===== config.mk =====
export PLATFORM = sky130hd
export DESIGN_NAME = rtp_twcc_seq_extractor_flat
export DESIGN_NICKNAME = d
export VERILOG_FILES = /design/src/twcc_pkg.sv /design/src/twcc_ifs.sv /design/src/twcc_front.sv /design/src/twcc_fifo.sv /design/src/twcc_back.sv /design/src/rtp_twcc_seq_extractor.sv /design/src/flat_wrapper.sv
export SDC_FILE = /design/constraint.sdc
export NUM_CORES = 1
export LEC_CHECK = 0
export BUFFER_PORTS_ARGS = -buffer_cell sky130_fd_sc_hd__buf_2
export CAP_MARGIN = 10
export CORE_ASPECT_RATIO = 0.7
export CORE_MARGIN = 8
export CORE_UTILIZATION = 30
export CTS_BUF_LIST = sky130_fd_sc_hd__clkbuf_4
export CTS_CLUSTER_DIAMETER = 60
export CTS_CLUSTER_SIZE = 20
export DETAILED_ROUTE_END_ITERATION = 12
export GPL_TIMING_DRIVEN = 0
export SYNTH_ARGS = -nofsm -noshare
export SYNTH_HDL_FRONTEND = slang
export SYNTH_SLANG_ARGS = --single-unit

===== constraint.sdc =====
create_clock -name clk -period 7.4 [get_ports clk]
set_input_delay 1.11 -clock clk [delete_from_list [all_inputs] [get_ports clk]]
set_output_delay 1.11 -clock clk [all_outputs]
set_load 0.03 [all_outputs]

===== src/twcc_pkg.sv =====
// ----------------------------------------------------------------------------
// twcc_pkg
// Shared types and constants for the transport-wide sequence number extractor.
// ----------------------------------------------------------------------------
package twcc_pkg;

  localparam int DataW    = 8;
  localparam int IdW      = 4;
  localparam int PosW     = 7;   // byte position, saturates well past the header
  localparam int AreaW    = 18;  // extension area bytes plus trailing bytes
  localparam int SkipW    = 5;
  localparam int SeqW     = 16;
  localparam int StatusW  = 3;
  localparam int CfgDataW = 32;
  localparam int CfgAddrW = 3;

  localparam int FifoDepth = 4;
  localparam int FifoAw    = 2;
  localparam int FifoCntW  = FifoAw + 1;
  localparam logic [FifoCntW-1:0] FifoFull   = FifoCntW'(FifoDepth);
  localparam logic [FifoCntW-1:0] FifoCntOne = FifoCntW'(1);

  localparam logic [PosW-1:0]  PosMax      = '1;
  localparam logic [PosW-1:0]  HdrBase     = 7'd12; // profile word at 12 + 4*CC
  localparam logic [PosW-1:0]  NeedLastPos = 7'd18; // last byte of 19-byte minimum
  localparam logic [15:0]      ProfileBede = 16'hBEDE;
  localparam logic [IdW-1:0]   TwccIdReset = 4'd1;
  localparam int               ExtBit      = 4;

  typedef enum logic [2:0] {
    PH_HEAD,
    PH_WALK,
    PH_SEQ_HI,
    PH_SEQ_LO,
    PH_DONE
  } phase_t;

  typedef enum logic [StatusW-1:0] {
    ST_FOUND       = 3'd0,
    ST_NOT_FOUND   = 3'd1,
    ST_TOO_SHORT   = 3'd2,
    ST_NO_EXT      = 3'd3,
    ST_BAD_PROFILE = 3'd4
  } status_t;

  // One classified packet byte as it sits in the queue.
  typedef struct packed {
    logic [DataW-1:0] data;
    logic             last;
    logic [PosW-1:0]  pos;
  } byte_item_t;

endpackage


===== src/twcc_ifs.sv =====
// ----------------------------------------------------------------------------
// twcc stream interfaces
// Valid/ready channels for packet bytes and for extraction results.
// ----------------------------------------------------------------------------
interface twcc_byte_if;
  logic                       valid;
  logic                       ready;
  logic [twcc_pkg::DataW-1:0] data_byte;
  logic                       last_byte;

  modport source (output valid, output data_byte, output last_byte, input ready);
  modport sink   (input valid, input data_byte, input last_byte, output ready);
endinterface

interface twcc_result_if;
  logic                         valid;
  logic                         ready;
  logic [twcc_pkg::StatusW-1:0] status;
  logic [twcc_pkg::SeqW-1:0]    seq_number;

  modport source (output valid, output status, output seq_number, input ready);
  modport sink   (input valid, input status, input seq_number, output ready);
endinterface


===== src/twcc_front.sv =====
// ----------------------------------------------------------------------------
// twcc_front
// Accepts packet bytes and tags each with its position in the packet.
// ----------------------------------------------------------------------------
module twcc_front (
  input  logic                 clk,
  input  logic                 rst_n,
  twcc_byte_if.sink            in_bus,
  input  logic                 fifo_full,
  output logic                 push,
  output twcc_pkg::byte_item_t push_item
);

  logic [twcc_pkg::PosW-1:0] pos_r;
  logic [twcc_pkg::PosW-1:0] pos_nxt;

  assign in_bus.ready = !fifo_full;
  assign push         = in_bus.valid && in_bus.ready;

  assign push_item.data = in_bus.data_byte;
  assign push_item.last = in_bus.last_byte;
  assign push_item.pos  = pos_r;

  // Restart at the packet boundary; hold at the top once past the header.
  always_comb begin
    pos_nxt = pos_r;
    if (push) begin
      if (in_bus.last_byte) begin
        pos_nxt = '0;
      end else if (pos_r != twcc_pkg::PosMax) begin
        pos_nxt = pos_r + 1'b1;
      end
    end
  end

  always_ff @(posedge clk) begin
    if (!rst_n) begin
      pos_r <= '0;
    end else begin
      pos_r <= pos_nxt;
    end
  end

endmodule


===== src/twcc_fifo.sv =====
// ----------------------------------------------------------------------------
// twcc_fifo
// Short queue of classified bytes between the front and the parser.
// ----------------------------------------------------------------------------
module twcc_fifo (
  input  logic                 clk,
  input  logic                 rst_n,
  input  logic                 push,
  input  twcc_pkg::byte_item_t push_item,
  output logic                 full,
  input  logic                 pop,
  output logic                 item_valid,
  output twcc_pkg::byte_item_t item
);

  twcc_pkg::byte_item_t                mem_r [twcc_pkg::FifoDepth];
  logic [twcc_pkg::FifoAw-1:0]         wr_ptr_r;
  logic [twcc_pkg::FifoAw-1:0]         rd_ptr_r;
  logic [twcc_pkg::FifoCntW-1:0]       count_r;

  assign full       = (count_r == twcc_pkg::FifoFull);
  assign item_valid = (count_r != '0);
  assign item       = mem_r[rd_ptr_r];

  always_ff @(posedge clk) begin
    if (push) begin
      mem_r[wr_ptr_r] <= push_item;
    end
  end

  always_ff @(posedge clk) begin
    if (!rst_n) begin
      wr_ptr_r <= '0;
      rd_ptr_r <= '0;
      count_r  <= '0;
    end else begin
      if (push) begin
        wr_ptr_r <= wr_ptr_r + 1'b1;
      end
      if (pop) begin
        rd_ptr_r <= rd_ptr_r + 1'b1;
      end
      if (push && !pop) begin
        count_r <= count_r + twcc_pkg::FifoCntOne;
      end else if (pop && !push) begin
        count_r <= count_r - twcc_pkg::FifoCntOne;
      end
    end
  end

`ifndef SYNTH
  a_no_overflow: assert property (@(posedge clk) disable iff (!rst_n)
    push |-> (count_r != twcc_pkg::FifoFull))
    else $error("queue written while full");

  a_no_underflow: assert property (@(posedge clk) disable iff (!rst_n)
    pop |-> (count_r != '0))
    else $error("queue read while empty");

  a_count_grows: assert property (@(posedge clk) disable iff (!rst_n)
    (push && !pop) |=> (count_r == $past(count_r) + twcc_pkg::FifoCntOne))
    else $error("queue count did not advance on write");
`endif

endmodule


===== src/twcc_back.sv =====
// ----------------------------------------------------------------------------
// twcc_back
// Parses the RTP header and one-byte extension walk; registers the result.
// ----------------------------------------------------------------------------
module twcc_back (
  input  logic                       clk,
  input  logic                       rst_n,
  input  logic [twcc_pkg::IdW-1:0]   twcc_ext_id,
  input  logic                       item_valid,
  input  twcc_pkg::byte_item_t       item,
  output logic                       pop,
  twcc_result_if.source              out_bus
);

  twcc_pkg::phase_t               phase_r, phase_nxt;
  logic [3:0]                     cc_r, cc_nxt;
  logic                           ext_r, ext_nxt;
  logic [15:0]                    prof_r, prof_nxt;
  logic [twcc_pkg::AreaW-1:0]     area_r, area_nxt;
  logic [twcc_pkg::SkipW-1:0]     skip_r, skip_nxt;
  logic                           match_r, match_nxt;
  logic [twcc_pkg::SeqW-1:0]      capt_r, capt_nxt;
  logic                           given_r, given_nxt;

  logic                           out_valid_r;
  twcc_pkg::status_t              out_status_r;
  logic [twcc_pkg::SeqW-1:0]      out_seq_r;

  logic                           emit;
  twcc_pkg::status_t              emit_status;
  logic [twcc_pkg::SeqW-1:0]      emit_seq;
  logic [twcc_pkg::PosW-1:0]      base_w;
  logic [twcc_pkg::PosW-1:0]      need_w;
  logic [twcc_pkg::AreaW-1:0]     rem_w;
  logic [twcc_pkg::SkipW-1:0]     elem_len;

  // Take a byte whenever the result register is free or draining.
  assign pop = item_valid && (!out_valid_r || out_bus.ready);

  assign out_bus.valid      = out_valid_r;
  assign out_bus.status     = out_status_r;
  assign out_bus.seq_number = out_seq_r;

  always_comb begin
    phase_nxt   = phase_r;
    cc_nxt      = cc_r;
    ext_nxt     = ext_r;
    prof_nxt    = prof_r;
    area_nxt    = area_r;
    skip_nxt    = skip_r;
    match_nxt   = match_r;
    capt_nxt    = capt_r;
    given_nxt   = given_r;
    emit        = 1'b0;
    emit_status = twcc_pkg::ST_TOO_SHORT;
    emit_seq    = '0;
    base_w      = '0;
    need_w      = '0;
    rem_w       = area_r - twcc_pkg::AreaW'(4);
    elem_len    = {1'b0, item.data[3:0]} + 5'd1;

    if (pop && !given_r) begin
      if (phase_r == twcc_pkg::PH_HEAD) begin
        if (item.pos == '0) begin
          ext_nxt = item.data[twcc_pkg::ExtBit];
          cc_nxt  = item.data[3:0];
        end
        base_w = twcc_pkg::HdrBase + {1'b0, cc_nxt, 2'b00};
        if (item.pos == base_w) begin
          prof_nxt = {8'h00, item.data};
        end else if (item.pos == base_w + 7'd1) begin
          prof_nxt = {prof_r[7:0], item.data};
        end else if (item.pos == base_w + 7'd2) begin
          area_nxt = {10'd0, item.data};
        end else if (item.pos == base_w + 7'd3) begin
          // Length in words times four, plus the three bytes that follow.
          area_nxt  = {area_r[7:0], item.data, 2'b11};
          phase_nxt = ({area_r[7:0], item.data} == 16'd0) ? twcc_pkg::PH_DONE
                                                           : twcc_pkg::PH_WALK;
        end
      end else begin
        case (phase_r)
          twcc_pkg::PH_WALK: begin
            if (area_r < twcc_pkg::AreaW'(4)) begin
              phase_nxt = twcc_pkg::PH_DONE;
            end else begin
              if (skip_r != '0) begin
                skip_nxt = skip_r - 1'b1;
              end else if (item.data != '0) begin
                if (item.data[7:4] == twcc_ext_id) begin
                  phase_nxt = twcc_pkg::PH_SEQ_HI;
                end else if ({13'd0, elem_len} >= rem_w) begin
                  // element runs to or past the area end
                  phase_nxt = twcc_pkg::PH_DONE;
                end else begin
                  skip_nxt = elem_len;
                end
              end
              if (phase_nxt == twcc_pkg::PH_WALK && rem_w == '0) begin
                phase_nxt = twcc_pkg::PH_DONE;
              end
            end
          end
          twcc_pkg::PH_SEQ_HI: begin
            capt_nxt  = {item.data, 8'h00};
            phase_nxt = twcc_pkg::PH_SEQ_LO;
          end
          twcc_pkg::PH_SEQ_LO: begin
            capt_nxt  = {capt_r[15:8], item.data};
            match_nxt = 1'b1;
            phase_nxt = twcc_pkg::PH_DONE;
          end
          default: begin
          end
        endcase
        if (area_r != '0) begin
          area_nxt = area_r - 1'b1;
        end
      end

      // Status checks in priority order.
      need_w = twcc_pkg::NeedLastPos + {1'b0, cc_nxt, 2'b00};
      if (!ext_nxt) begin
        if (item.pos == twcc_pkg::NeedLastPos) begin
          emit        = 1'b1;
          emit_status = twcc_pkg::ST_NO_EXT;
        end
      end else if (item.pos == need_w && prof_nxt != twcc_pkg::ProfileBede) begin
        emit        = 1'b1;
        emit_status = twcc_pkg::ST_BAD_PROFILE;
      end else if (phase_nxt != twcc_pkg::PH_HEAD && area_nxt == '0 &&
                   item.pos >= need_w) begin
        emit = 1'b1;
        if (match_nxt) begin
          emit_status = twcc_pkg::ST_FOUND;
          emit_seq    = capt_nxt;
        end else begin
          emit_status = twcc_pkg::ST_NOT_FOUND;
        end
      end
      if (!emit && item.last) begin
        emit        = 1'b1;
        emit_status = twcc_pkg::ST_TOO_SHORT;
      end
      if (emit) begin
        given_nxt = 1'b1;
      end
    end

    // Drop all per-packet state at the packet boundary.
    if (pop && item.last) begin
      phase_nxt = twcc_pkg::PH_HEAD;
      cc_nxt    = '0;
      ext_nxt   = 1'b0;
      prof_nxt  = '0;
      area_nxt  = '0;
      skip_nxt  = '0;
      match_nxt = 1'b0;
      capt_nxt  = '0;
      given_nxt = 1'b0;
    end
  end

  always_ff @(posedge clk) begin
    if (!rst_n) begin
      phase_r <= twcc_pkg::PH_HEAD;
    end else begin
      phase_r <= phase_nxt;
    end
  end

  always_ff @(posedge clk) begin
    if (!rst_n) begin
      cc_r        <= '0;
      ext_r       <= 1'b0;
      prof_r      <= '0;
      area_r      <= '0;
      skip_r      <= '0;
      match_r     <= 1'b0;
      capt_r      <= '0;
      given_r     <= 1'b0;
      out_valid_r <= 1'b0;
    end else begin
      cc_r    <= cc_nxt;
      ext_r   <= ext_nxt;
      prof_r  <= prof_nxt;
      area_r  <= area_nxt;
      skip_r  <= skip_nxt;
      match_r <= match_nxt;
      capt_r  <= capt_nxt;
      given_r <= given_nxt;
      if (emit) begin
        out_valid_r <= 1'b1;
      end else if (out_bus.ready) begin
        out_valid_r <= 1'b0;
      end
    end
  end

  always_ff @(posedge clk) begin
    if (emit) begin
      out_status_r <= emit_status;
      out_seq_r    <= emit_seq;
    end
  end

`ifndef SYNTH
  a_seq_hi_to_lo: assert property (@(posedge clk) disable iff (!rst_n)
    (pop && !given_r && !item.last && phase_r == twcc_pkg::PH_SEQ_HI)
      |=> (phase_r == twcc_pkg::PH_SEQ_LO))
    else $error("high sequence byte not followed by low byte capture");

  a_match_ends_walk: assert property (@(posedge clk) disable iff (!rst_n)
    match_r |-> (phase_r == twcc_pkg::PH_DONE))
    else $error("match recorded while walk still active");

  a_head_clean: assert property (@(posedge clk) disable iff (!rst_n)
    (phase_r == twcc_pkg::PH_HEAD) |-> (skip_r == '0 && !match_r))
    else $error("walk state left over during header");
`endif

endmodule


===== src/rtp_twcc_seq_extractor.sv =====
// ----------------------------------------------------------------------------
// rtp_twcc_seq_extractor
// Extracts the transport-wide sequence number from an RTP one-byte extension.
// ----------------------------------------------------------------------------
//
//   port      dir   handshake             payload
//   in_bus    in    valid/ready           data_byte[7:0], last_byte
//   out_bus   out   valid/ready           status[2:0], seq_number[15:0]
//   cfg (APB) in    psel/penable/pready   paddr[2:0], pwdata/prdata[31:0]
//
// One byte is accepted per cycle while the four-entry byte queue has room.
// The parser retires one queued byte per cycle whenever its result register
// is free or being taken. With an empty queue a result passes through the
// queue entry and then the result register after its deciding byte arrives.
// One result per packet; later bytes up to the last-byte mark are consumed
// and dropped. A stalled result holds the parser, and the queue then fills
// and drops in_bus.ready. Reset clears all packet state and sets
// twcc_ext_id to 1; there is no clearing pass.
//
module rtp_twcc_seq_extractor (
  input  logic                          clk,
  input  logic                          rst_n,
  twcc_byte_if.sink                     in_bus,
  twcc_result_if.source                 out_bus,
  input  logic                          psel,
  input  logic                          penable,
  input  logic                          pwrite,
  input  logic [twcc_pkg::CfgAddrW-1:0] paddr,
  input  logic [twcc_pkg::CfgDataW-1:0] pwdata,
  output logic [twcc_pkg::CfgDataW-1:0] prdata,
  output logic                          pready
);

  logic [twcc_pkg::IdW-1:0] twcc_ext_id_r;
  logic                     reg_sel;

  logic                     fifo_full;
  logic                     push;
  twcc_pkg::byte_item_t     push_item;
  logic                     pop;
  logic                     item_valid;
  twcc_pkg::byte_item_t     item;

  // Only register 0 exists; byte lanes within the word are ignored.
  assign reg_sel = !paddr[2];
  assign pready  = 1'b1;
  assign prdata  = (psel && reg_sel)
                 ? {{(twcc_pkg::CfgDataW - twcc_pkg::IdW){1'b0}}, twcc_ext_id_r}
                 : '0;

  always_ff @(posedge clk) begin
    if (!rst_n) begin
      twcc_ext_id_r <= twcc_pkg::TwccIdReset;
    end else if (psel && penable && pwrite && pready && reg_sel) begin
      twcc_ext_id_r <= pwdata[twcc_pkg::IdW-1:0];
    end
  end

  // Front: accept and tag each byte with its packet position.
  twcc_front u_front (
    .clk       (clk),
    .rst_n     (rst_n),
    .in_bus    (in_bus),
    .fifo_full (fifo_full),
    .push      (push),
    .push_item (push_item)
  );

  // Queue: decouple input acceptance from result back-pressure.
  twcc_fifo u_fifo (
    .clk        (clk),
    .rst_n      (rst_n),
    .push       (push),
    .push_item  (push_item),
    .full       (fifo_full),
    .pop        (pop),
    .item_valid (item_valid),
    .item       (item)
  );

  // Back: header parse, element walk, status decision, result register.
  twcc_back u_back (
    .clk         (clk),
    .rst_n       (rst_n),
    .twcc_ext_id (twcc_ext_id_r),
    .item_valid  (item_valid),
    .item        (item),
    .pop         (pop),
    .out_bus     (out_bus)
  );

endmodule

===== src/flat_wrapper.sv =====
// flat-port wrapper written by rule: the top's interface ports become plain ports
module rtp_twcc_seq_extractor_flat 
  (clk, rst_n, psel, penable, pwrite, paddr, pwdata, prdata, pready, in_bus_valid, in_bus_data_byte, in_bus_last_byte, in_bus_ready, out_bus_valid, out_bus_status, out_bus_seq_number, out_bus_ready);
  twcc_byte_if in_bus_i ();
  twcc_result_if out_bus_i ();
  input  logic clk;
  input  logic rst_n;
  input  logic psel;
  input  logic penable;
  input  logic pwrite;
  input  logic [twcc_pkg::CfgAddrW-1:0] paddr;
  input  logic [twcc_pkg::CfgDataW-1:0] pwdata;
  output logic [twcc_pkg::CfgDataW-1:0] prdata;
  output logic pready;
  input wire logic [$bits(in_bus_i.valid)-1:0] in_bus_valid;
  input wire logic [$bits(in_bus_i.data_byte)-1:0] in_bus_data_byte;
  input wire logic [$bits(in_bus_i.last_byte)-1:0] in_bus_last_byte;
  output wire logic [$bits(in_bus_i.ready)-1:0] in_bus_ready;
  output wire logic [$bits(out_bus_i.valid)-1:0] out_bus_valid;
  output wire logic [$bits(out_bus_i.status)-1:0] out_bus_status;
  output wire logic [$bits(out_bus_i.seq_number)-1:0] out_bus_seq_number;
  input wire logic [$bits(out_bus_i.ready)-1:0] out_bus_ready;
  assign in_bus_i.valid = in_bus_valid;
  assign in_bus_i.data_byte = in_bus_data_byte;
  assign in_bus_i.last_byte = in_bus_last_byte;
  assign in_bus_ready = in_bus_i.ready;
  assign out_bus_valid = out_bus_i.valid;
  assign out_bus_status = out_bus_i.status;
  assign out_bus_seq_number = out_bus_i.seq_number;
  assign out_bus_i.ready = out_bus_ready;
  rtp_twcc_seq_extractor u_core (.clk(clk), .rst_n(rst_n), .in_bus(in_bus_i), .out_bus(out_bus_i), .psel(psel), .penable(penable), .pwrite(pwrite), .paddr(paddr), .pwdata(pwdata), .prdata(prdata), .pready(pready));
endmodule

# After elaboration in Yosys (flattened, before gate mapping)
# Memories as Yosys holds them, arrays and structs flattened. A register that Yosys moved wholly into a read port is not among the register bits.
# Index checks and enable logic that the tools add are counted.
# op_classes
n_bitwise	7
n_addsub	14
n_eq_ne	16
reduce_logical	43
mux	70
n_lt_le_gt_ge	3
# ops
op	count
$mux W18	7
$mux W16	5
$mux W3	21
$logic_not A18 Y1	2
$eq A7 B7 Y1	5
$pmux W16 S2	1
$mux W4	6
$mux W1	20
$mux W5	4
$ge A5 B18 Y1	1
$lt A18 B3 Y1 const B	1
$reduce_bool A18 Y1	1
$sub A18 B1 Y18 const B	1
$sub A18 B3 Y18 const B	1
$logic_not A16 Y1	1
$ne A16 B16 Y1 const B	1
$logic_and A1 B1 Y1	15
$add A7 B1 Y7 const B	2
$add A7 B2 Y7 const B	2
$mux W7	2
$pmux W3 S3	1
$reduce_bool A2 Y1	4
$reduce_bool A8 Y1	1
$add A4 B6 Y7 const A	1
other kinds (26)	47
# totals
regBits	103
inputBits	51
ramBits	64
mem_count	1
wordCells	171
out_inout_bits	54
# memory_table
memory	words	word_bits	read_ports	rd_ports_with_merged_regs	wr	line_no	source
u_core.u_fifo.mem_r	4	16	1	1	1	twcc_fifo.sv:16	twcc_pkg::byte_item_t mem_r [twcc_pkg::FifoDepth];

# Logic depth before layout (Yosys ltp)
# logic_depth
word_depth	30
depth_mapped	22
ltp_nobuf	18

# Modules after synthesis
# Synthesis repeated with hierarchy kept, for this count alone.
# unflattened
hier_cells	930
hier_area_um2	9185.1
# by_module_without_submodules
module	area_each_um2	cells_per_inst	n_inst	seq_area_each_um2
twcc_back	5521.5	696	1	1891.8
twcc_fifo	2792.7	127	1	2102.0
twcc_front	441.7	53	1	140.1
rtp_twcc_seq_extractor	429.2	54	1	80.1

# Worst setup path before layout
# No wires, ideal clock.
# synth_path
kind	register to register
start	register (tool-made name)
end	register u_core.u_back.out_seq_r, in the netlist u_core.u_back.out_bus.seq_number[0] (enable)
path_buffers	3
synth_period_minus_slack_ns	6.062
setup_slack_ns	1.338
required_time_ns	6.979
setup_ns	0.421
stages_incl_launch_ff	22
t_arrival_ns	5.641
cell_sequence	dfxtp_1 -> clkbuf_1 -> buf_1 -> mux4_2 -> nor3_2 -> nand2_1 -> nor3_1 -> a21oi_1 -> ha_1 -> inv_1 -> xnor2_1 -> nor4b_1 -> mux2i_1 -> a31o_2 -> nor3_4 -> buf_2 -> nand2_1 -> a31oi_1 -> o2111ai_1 -> nor4_4 -> nor3b_1 -> o21ai_0
# synth_lines
element	line_no	source
end signal: assignment	twcc_back.sv:203	out_seq_r <= emit_seq;
end: declaration	twcc_back.sv:27	logic [twcc_pkg::SeqW-1:0] out_seq_r;

==> summary.txt <==
Status = finished, final reports clean
Routed vias = 7,051
Vias in the first global route = 6,683
Grt met3 use = 4.27%
Ys flop type = dfxtp_1
Final max-slew violation count = 0
Final period utilization = 86.7%
Cts repair resizes = 0
CTS sink cnt = 169
P_sw = 1.71 mW
Worst hold slack = 0.471 ns
Max IR drop VDD = 0.125 mV
Worst skew pair latency = 0.59 ns
Clock share of power = 15.4%
Row count = 52
DR WL/cell = 17.7 µm
Power per cell area = 366 nW/µm²
Tightest Hold Check Type = reg -> reg
Fin Setup TNS = 0 ns
Reg-to-reg slack, setup = 0.99 ns
CP endpoint kind = register
Grt peak-use layer = met1
Die H = 159 µm
Post-DP Area = 9540 µm²
Post-synth EDFFs = 83
Sequential share of power = 33.5%
Post-synthesis register bit count = 169
Hpwl dp = 17,900 µm
Switching portion of total power = 47.5%
Tmin final = 6.41 ns
Post-DRT Antenna Nets = 0
Crit path kind = reg -> reg
DR vias/cell = 5.12
Synth Area per Inst = 9.75 µm²
Area leader, netlist = edfxtp_1
Initial Util = 30.3%
GP Congestion = 0.919
Ys async rst share = 0%
# setup viols final = 0
Worst reg2reg path depth = 21
Die area = 34,900 µm²
Worst-Margin Slew = 1.15 ns
Commonest non-fill, non-tap cell in the layout = nor2_1
Clock Pin Slew Worst Setup and Hold Paths = 0.16 ns
Synth top area share = 28.6%
Initial DRT Pass Iterations = 7
Critical path arrival = 6.71 ns
Mapped Cells = 894
Initial drt markers = 763
GR Util All Layers = 14.1%
Internal power = 1.90 mW
Ports = 105
Share of cells above drive strength 1 = 16.3%
Worst setup SP type = register
Synth cell types = 67
Max clock buf depth = 2
Met2 usage = 19.9%
Die X = 220 µm
Initial antenna violation count = 1
Global-route wire length before repair = 38,100 µm
Critical Path Sink = u_core.u_back.out_bus.seq_number[13]
Final Skew = 0.0294 ns
Largest net degree at the start of global routing = 20
Comb pwr share = 51.2%
Synth-to-layout area growth = 13.0%
Unrepaired setup endpoints after global routing = false
Drt total wl = 24,400 µm
Synth Cell Area = 8720 µm²
Remaining global-route overflow = 0
TritonCTS clock tree = yes
DRC Markers = 0
Final instance area = 9850 µm²
Number of synthesis warnings = 0
Met1 Track Usage GR = 20.7%
Max cap viols = 0
Slew headroom = 22.6%
Clock Tree Root = clkbuf_4
CORE AREA = 28,800 µm²
Worst flop-to-flop path endpoint = u_core.u_back.out_bus.seq_number[13]
Final nets = 1,063
Worst Path Max Fanout = 18
Most frequent cells in the layout = 126 x nor2_1, 101 x nand2_1, 86 x dfxtp_1
Sequential fraction of the synthesis area = 48.3%
Post-CTS Setup Repair Bufs = 0
CTS buffer count = 17
Buffers on Ports = 45
Required time of the critical path = 7.70 ns
Worst Hold Depth = 2
Hold Vio Cnt, Final = 0
F_max = 156 MHz
Synth area leaders = edfxtp_1 29%, dfxtp_1 20%, nor2_1 5.4%
H-tree levels = 4
Cts hold-fix bufs = 0
Leakage = 3.60 nW
synth_stat cells (3+ instances only):
master,number
a211oi_1,11
a21oi_1,60
a221oi_1,3
a22oi_1,22
a31oi_1,8
and2_1,7
and3_1,7
buf_1,4
buf_2,12
buf_4,32
clkbuf_1,27
dfxtp_1,86
edfxtp_1,83
ha_1,25
inv_1,23
mux2_2,3
mux2i_1,24
mux4_2,16
nand2_1,101
nand2b_1,13
nand3_1,21
nand3b_1,4
nand4_1,8
nand4b_1,7
nor2_1,126
nor2b_1,7
nor3_1,28
nor3b_1,3
nor4_1,12
o21ai_0,20
o22ai_1,3
o31a_1,3
o31ai_1,6
or2_2,5
or3_1,8
or4_1,3
xnor2_1,14
xor2_1,11
layout make-up:
cell class / count / area, µm²
clock inverters: 15 / 181
clock buffers: 17 / 128
plain buffers: 75 / 417
well taps: 378 / 473
multi-input cells: 654 / 4110
fillers: 2976 / 18900
diodes: 1 / 2.50
flip-flops and latches: 169 / 4210
inverters: 23 / 86.3
repair buffers: 46 / 240
per-stage QoR:
| stage | setup WS, ns | cells | util [%] | power [mW] |
|---|---|---|---|---|
| global route | 0.567 | 1378 | 34.2 | 3.82 |
| CTS | 1.04 | 1377 | 34.2 | 3.58 |
| finish | 0.986 | 1378 | 34.2 | 3.61 |
| global placement | -0.768 | 1344 | 33.1 | 3.01 |
| detailed placement | 1.13 | 1345 | 33.2 | 3.02 |
| floorplan | 1.34 | 921 | - | 2.49 |
worst max-delay path, cell delays in order (launching register included):
cell and delay [ns]:
dfxtp_1 0.34, clkbuf_1 0.31, buf_1 0.56, mux4_2 0.52, nor3_2 0.26, nand2_1 0.25, nor3_1 0.30, a21oi_1 0.08
ha_1 0.20, inv_1 0.10, xnor2_1 0.13, nor4b_1 0.33, mux2i_1 0.17, a31o_2 0.31, nor3_4 0.36, a21oi_1 0.16
a211oi_1 0.28, nand4_1 0.32, nor4_4 0.49, nor3b_1 0.17, o21ai_2 0.25, buf_8 0.22
power by group through the flow:
| stage | Clock (mW) | Sequential, mW | Combinational [mW] |
|---|---|---|---|
| 2_1_floorplan | 0 | 1.28 | 1.21 |
| 3_3_place_gp | 0 | 1.23 | 1.78 |
| 3_5_place_dp | 0 | 1.23 | 1.80 |
| 4_1_cts | 0.570 | 1.21 | 1.81 |
| 5_1_grt | 0.602 | 1.22 | 1.99 |
| 6_report | 0.554 | 1.21 | 1.85 |
how the worst min path moves through the flow:
stage | from | end | slack (ns)
2_1_floorplan | u_core.u_back.capt_r[10] | u_core.u_back.capt_r[10] | 0.44
3_3_place_gp | u_core.u_back.capt_r[8] | u_core.u_back.capt_r[8] | 0.44
3_5_place_dp | u_core.u_back.capt_r[14] | u_core.u_back.capt_r[14] | 0.45
4_1_cts | u_core.u_back.capt_r[14] | u_core.u_back.capt_r[14] | 0.47
5_1_grt | u_core.u_back.capt_r[14] | u_core.u_back.capt_r[14] | 0.48
6_report | u_core.u_back.capt_r[10] | u_core.u_back.capt_r[10] | 0.47
per-layer routing:
metal  share of wire [%]  vias to the layer above
met1                  49                     3380
met2                  42                      282
met5                   0                        -
met4                 1.0                        0
met3                 8.5                       24
li1                    -                     3365
sequential cells by signal (all words and copies together) (netlist names), 5 cells and up, named ones only:
name                              cells
u_core.u_back.out_bus.seq_number     16
u_core.u_fifo.mem_r                  64
u_core.u_back.prof_r                 16
u_core.u_back.skip_r                  5
u_core.u_back.capt_r                 16
u_core.u_front.pos_r                  7
u_core.u_back.area_r                 18
cells by family after synthesis:
group	after synthesis	share of synthesized area, %
buffers and inverters	98	5.77
AO/OA/AOI/OAI	160	11.8
adder cells (fa/ha/maj)	26	3.82
other	2	0.0862
flip-flops	169	48.3
AND/OR/NAND/NOR	371	20.4
XOR/XNOR	25	2.51
multiplexers	43	7.28
(Power assumes the default switching activity.)
